<file path="config.mk">
export PLATFORM = sky130hd
export DESIGN_NAME = bfx_ctrl
export DESIGN_NICKNAME = d
export VERILOG_FILES = /design/src/hw/rtl/bfx_pkg.sv /design/src/hw/rtl/bfx_ctrl.sv
export SDC_FILE = /design/constraint.sdc
export NUM_CORES = 1
export LEC_CHECK = 0
export BUFFER_PORTS_ARGS = -buffer_cell sky130_fd_sc_hd__buf_2
export CORE_AREA = 2 2 39 41
export DETAILED_ROUTE_END_ITERATION = 16
export DIE_AREA = 0 0 41 43
export HOLD_SLACK_MARGIN = 0.08
export MAX_ROUTING_LAYER = met4
export SLEW_MARGIN = 5
export SYNTH_ARGS = -nofsm -noshare
export SYNTH_HDL_FRONTEND = slang
export SYNTH_SLANG_ARGS = --single-unit
</file>
<file path="constraint.sdc">
create_clock -name clk -period 1.25 [get_ports clk]
set_input_delay 0.3125 -clock clk [delete_from_list [all_inputs] [get_ports clk]]
set_output_delay 0.3125 -clock clk [all_outputs]
set_load 0.02 [all_outputs]
</file>
<file path="src/hw/rtl/bfx_pkg.sv">
`default_nettype none

package bfx_pkg;

  // Field widths of the channel words
  localparam int CODE_W   = 3;
  localparam int ARG_A_W  = 16;
  localparam int ARG_B_W  = 8;
  localparam int BYTE_W   = 8;
  localparam int STATUS_W = 2;
  localparam int PC_OUT_W = 13;

  // Item kinds
  localparam logic OPC_LOAD = 1'b0;
  localparam logic OPC_STEP = 1'b1;

  // IR operation codes
  localparam logic [CODE_W-1:0] IR_ADD   = 3'd0;
  localparam logic [CODE_W-1:0] IR_MUL   = 3'd1;
  localparam logic [CODE_W-1:0] IR_CONST = 3'd2;
  localparam logic [CODE_W-1:0] IR_MOVE  = 3'd3;
  localparam logic [CODE_W-1:0] IR_IN    = 3'd4;
  localparam logic [CODE_W-1:0] IR_OUT   = 3'd5;
  localparam logic [CODE_W-1:0] IR_LOOP  = 3'd6;
  localparam logic [CODE_W-1:0] IR_END   = 3'd7;

  // Result status codes
  localparam logic [STATUS_W-1:0] ST_EXEC = 2'd0;
  localparam logic [STATUS_W-1:0] ST_HALT = 2'd1;
  localparam logic [STATUS_W-1:0] ST_LOAD = 2'd2;

  // One stored instruction
  typedef struct packed {
    logic [CODE_W-1:0]  code;
    logic [ARG_A_W-1:0] a;
    logic [ARG_B_W-1:0] b;
  } insn_t;

  // Commands from the controller to the datapath
  typedef struct packed {
    logic capture;
    logic clear;
    logic exec;
    logic mod_mul;
    logic mod_sub;
    logic mod_fix;
    logic mul_rd;
    logic mul_wb;
    logic jump;
    logic send;
  } cmd_t;

  // Status from the datapath to the controller
  typedef struct packed {
    logic              clr_done;
    logic              is_step;
    logic              past_end;
    logic              jump;
    logic [CODE_W-1:0] code;
  } stat_t;

endpackage

`default_nettype wire

</file>
<file path="src/hw/rtl/bfx_ctrl.sv">
`default_nettype none

// Sequencer: after the reset clear, walks one item through capture, execute, modulo,
// write-back or jump, and result hand-off, and owns both channel handshakes.
module bfx_ctrl (
  input  wire logic           clk,
  input  wire logic           rst_n,
  input  wire logic           in_valid,
  output logic                in_ready,
  output logic                out_valid,
  input  wire logic           out_ready,
  input  wire bfx_pkg::stat_t stat,
  output bfx_pkg::cmd_t       cmd
);

  localparam logic [3:0] S_CLEAR = 4'd0;
  localparam logic [3:0] S_IDLE  = 4'd1;
  localparam logic [3:0] S_EXEC  = 4'd2;
  localparam logic [3:0] S_MOD1  = 4'd3;
  localparam logic [3:0] S_MOD2  = 4'd4;
  localparam logic [3:0] S_MOD3  = 4'd5;
  localparam logic [3:0] S_MULRD = 4'd6;
  localparam logic [3:0] S_MULWB = 4'd7;
  localparam logic [3:0] S_JUMP  = 4'd8;
  localparam logic [3:0] S_RESP  = 4'd9;

  logic [3:0] state_r, state_nxt;
  logic       out_vld_r, out_vld_nxt;

  assign in_ready  = (state_r == S_IDLE);
  assign out_valid = out_vld_r;

  // Next state and commands
  always_comb begin
    cmd         = '0;
    state_nxt   = state_r;
    out_vld_nxt = out_vld_r && !out_ready;
    unique case (state_r)
      S_CLEAR: begin
        cmd.clear = 1'b1;
        if (stat.clr_done) begin
          state_nxt = S_IDLE;
        end
      end
      S_IDLE: begin
        if (in_valid) begin
          cmd.capture = 1'b1;
          state_nxt   = S_EXEC;
        end
      end
      S_EXEC: begin
        cmd.exec = 1'b1;
        priority if (!stat.is_step || stat.past_end) begin
          state_nxt = S_RESP;
        end else if (stat.code == bfx_pkg::IR_MOVE || stat.code == bfx_pkg::IR_MUL) begin
          state_nxt = S_MOD1;
        end else if (stat.jump) begin
          state_nxt = S_JUMP;
        end else begin
          state_nxt = S_RESP;
        end
      end
      S_MOD1: begin
        cmd.mod_mul = 1'b1;
        state_nxt   = S_MOD2;
      end
      S_MOD2: begin
        cmd.mod_sub = 1'b1;
        state_nxt   = S_MOD3;
      end
      S_MOD3: begin
        cmd.mod_fix = 1'b1;
        state_nxt   = (stat.code == bfx_pkg::IR_MOVE) ? S_RESP : S_MULRD;
      end
      S_MULRD: begin
        cmd.mul_rd = 1'b1;
        state_nxt  = S_MULWB;
      end
      S_MULWB: begin
        cmd.mul_wb = 1'b1;
        state_nxt  = S_RESP;
      end
      S_JUMP: begin
        cmd.jump  = 1'b1;
        state_nxt = S_RESP;
      end
      S_RESP: begin
        // Hand the word to the output register once it is free
        if (!out_vld_r || out_ready) begin
          cmd.send    = 1'b1;
          out_vld_nxt = 1'b1;
          state_nxt   = S_IDLE;
        end
      end
      default: begin
        state_nxt = S_IDLE;
      end
    endcase
  end

  always_ff @(posedge clk) begin
    if (!rst_n) begin
      state_r   <= S_CLEAR;
      out_vld_r <= 1'b0;
    end else begin
      state_r   <= state_nxt;
      out_vld_r <= out_vld_nxt;
    end
  end

endmodule

`default_nettype wire

</file>
# Word level (Yosys, flattened, before mapping)
# Index checks and enable logic that the tools add are counted.
word_totals:
  regBits: 5
  latch_bits: 0
  mem_bits_rw: 0
  rom_bits: 0
  memories: 0
op_classes:
  addsub: 0
  mul: 0
  div_mod_pow: 0
  order_cmp: 0
  eq_ne: 14
  n_shift: 0
  mux: 22
  bitwise: 0
  n_reduce_logical: 10
ops:
  columns: ["operator", "n"]
  rows:
  - ["one-hot mux 4 bit (9 select lines)", 1]
  - ["2-to-1 mux 4 bit", 6]
  - ["equality test 4 x 3 -> 1 bit, second input constant", 4]
  - ["2-to-1 mux 1 bit", 15]
  - ["equality test 4 x 2 -> 1 bit, second input constant", 2]
  - ["equality test 4 bit, second input constant", 2]
  - ["!= test 2 bit, second input constant", 3]
  - ["equality test 4 x 1 -> 1 bit, second input constant", 1]
  - ["logical NOT 4 bit", 1]
  - ["equality test 3 x 1 -> 1 bit, second input constant", 1]
  - ["equality test 3 x 2 -> 1 bit, second input constant", 1]
  - ["logical NOT 1 bit", 3]
  - ["logical OR 1 bit", 3]
  - ["AND reduction 3 bit", 1]
  - ["OR reduction 2 bit", 1]
  - ["logical AND 1 bit", 1]

# Longest topological paths before layout
depth:
  ltp_word: 5
  ltp_mapped: 4
  mapped_depth_nobuf: 3

# Worst setup path before layout
# Ideal clock, no wire load.
synth_path:
  path_kind: "flip-flop to output port"
  startpoint: "register state_r[0]"
  endpoint: "output cmd[9] (netlist name)"
  t_arrival_ps: 1416
  path_slack_ps: -478
  path_stages_with_launch: 5
  n_path_buf: 1
  cell_sequence: "dfxtp_1 > buf_2 > nand2b_1 > nor3_1 > and2_1"
synth_lines:
  columns: ["element", "line_no", "text"]
  rows:
  - ["start: declaration", "bfx_ctrl.sv:27", "logic [3:0] state_r, state_nxt;"]
  - ["start signal: assignment", "bfx_ctrl.sv:106", "state_r <= state_nxt;"]
  - ["end: declaration", "bfx_ctrl.sv:13", "output bfx_pkg::cmd_t cmd"]

==> results.toml <==
[outcome]
outcome = "finished, violations left"
violations = "setup timing"

[routing]
wl_per_cell_um = 12.1
viasPerCell = 5.06
drc = 0
drt_iter0_markers = 9
route.vias.total = 541
drtPass1Iterations = 2
drtAntennaViolNets = 0
wl_mm = 1.30

[clocking]
numCtsBuffers = 3
root_buffer = "clkbuf_4"
path_clk_slew_ns = 0.04
clk_path_buf_depth = 2
cts_sinks = 5
cts_tree = "done"
clkLatencyLatePin_ns = 0.24
htree_levels = 1

[global_routing]
grt_pass1_vias = 479
grt_pass1_wl_mm = 1.97
grt_antenna_before_repair = 0
grt_max_degree = 9
grt_overflow_total = 0
grt.total_usage = 0.162

[setup_path]
crit_path_start = "state_r[1]$_SDFFE_PN0P_"
critPathMaxFanout = 2
critPathArrivalTime_ns = 1.27
worstPathRequired_ns = 0.94
startpoint_type = "flip-flop"
endpoint_kind = "output pin"
r2r_start = "state_r[2]$_SDFFE_PN0P_"
path_class = "flip-flop to output pin"

[timing]
setup_ws_ns = -0.334
fin_crit_sh = 1.27
setup_viol = 11
grt_setup_unrepaired = "true"
slew_headroom = 0.829
drv_slew = 0
fmax_mhz = 631
fin_skew_ns = 0.00181
final_hold_viol_count = 0
tightest_slew_ns = 0.256
finalCriticalPeriod_ns = 1.58

[power]
p_per_area_mw_per_mm2 = 662
power.total_mw = 0.552
irDropWorstVdd_mv = 0.385
leakage_nw = 0.382

[floorplan]
die_x_um = 41
die_h_um = 43
core-area_mm2 = 0.00138
row_count = 14
start_util = 0.280
die_area_mm2 = 0.00176
io_pins = 23

[synthesis]
async_flop_share = 0
yosys.cell_types.count = 24
ys_ff_latch = 5
mappedNetlistArea_um2 = 388
synth_edf_count = 0
yosysWarnings = 0
avgSynthCellArea_um2 = 7.32
synth-main-ff-cell = "dfxtp_1"
postSynthCellCount = 53
seq_area_frac_synth = 0.258
syn_nets = 64

[finish]
nets = 103
area_growth_pct = 115
num-fill-cells = 131
finalInstanceArea_um2 = 833
drive_gt1_frac = 0.692
diodes = 0

[placed_design]
gp_congestion = 0.799
port_buffers = 22
placed_cell_area_um2 = 644
hpwl_um = 923

[min_path]
worstHoldStart = "rst_n"
hp-class = "primary input to flip-flop"

[run]
cap_violations = 0
==> metrics by stage <==
step	setup slack, ns	util	TNS [ns]	hold WS (ns)	std cells
after detailed placement	-0.134	0.466	-0.297	0.584	100
after global placement	-0.124	0.466	-0.235	0.582	100
final	-0.334	0.602	-2.36	0.344	107
after floorplan	-0.126	-	-0.389	0.430	53
after CTS	-0.326	0.536	-2.15	0.337	105
after global routing	-0.360	0.602	-2.95	0.350	107
==> cell usage after synthesis (2+ instances only) <==
master,number,share of area
a211oi_1,3,0.058
nor2_1,6,0.058
inv_1,4,0.039
nor3_1,6,0.077
o211ai_1,2,0.039
dfxtp_1,5,0.26
nand2_1,2,0.019
buf_2,4,0.052
nor4bb_1,2,0.052
nand2b_1,5,0.081
==> routing by layer <==
layer	track usage	wire [um]
met2	0.253	682
met1	0.196	547
met5	-	0
met4	0.0600	0
met3	0.0314	69
==> power breakdown <==
group	switching, mW	total (mW)	internal (mW)	leakage, nW
combinational	0.0941	0.200	0.105	0.326
clock	0.0607	0.181	0.120	0.0150
sequential	0.00479	0.171	0.166	0.0419
total	0.160	0.552	0.392	0.382
==> worst paths after layout <==
kind,to,slack (ns),cells after the start
max,cmd[8],-0.33,3
min,state_r[3]$_SDFFE_PN0P_,0.34,2
max reg2reg,state_r[0]$_SDFFE_PN0P_,0.04,5
min reg2reg,out_valid$_SDFF_PN0_,0.68,2
==> cell usage in the layout (no fill, tap or decap), types with 2 or more instances in the layout <==
| master | instances |
|---|---|
| clkbuf_4 | 3 |
| nor3_2 | 5 |
| nand2b_4 | 3 |
| nor2_1 | 4 |
| dfxtp_2 | 3 |
| nor4bb_1 | 2 |
| nor2_4 | 2 |
| buf_4 | 15 |
| o211ai_1 | 2 |
| a211oi_2 | 2 |
| buf_2 | 11 |
| nand2b_1 | 2 |
| nand2_4 | 2 |
| dfxtp_1 | 2 |
| inv_1 | 2 |
| buf_6 | 11 |
==> cell families after synthesis <==
group | after synthesis | share of synthesized area
and+or+nand+nor | 27 | 0.403
DFF | 5 | 0.258
AOI/OAI and AO/OA | 13 | 0.248
buffers and inverters | 8 | 0.0903
==> state kept, by name, indices dropped and copies added, names as in the netlist <==
register	flops
out_valid	1
state_r	4
==> worst max-delay path: stages, from the launching register on <==
cell	delay, ns
dfxtp_1	0.31
or4_4	0.55
inv_4	0.07
buf_6	0.11
==> cell type report <==
type / count / area [um^2] / share of cell area
Sequential cell: 5 / 104 / 0.125
Multi-Input combinational cell: 40 / 354 / 0.425
Tap cell: 16 / 20.0 / 0.0240
Timing Repair Buffer: 38 / 307 / 0.368
Inverter: 4 / 22.5 / 0.0270
Clock buffer: 4 / 26.3 / 0.0315
==> what timing repair did <==
| item | CTS | global route |
|---|---|---|
| pin swaps | 3 | 4 |
| gates resized for setup | 23 | 20 |
| setup endpoints to repair | 12 | 13 |
| hold buffers | 0 | 0 |
| setup buffers | 1 | 2 |
(Power assumes the default switching activity.)
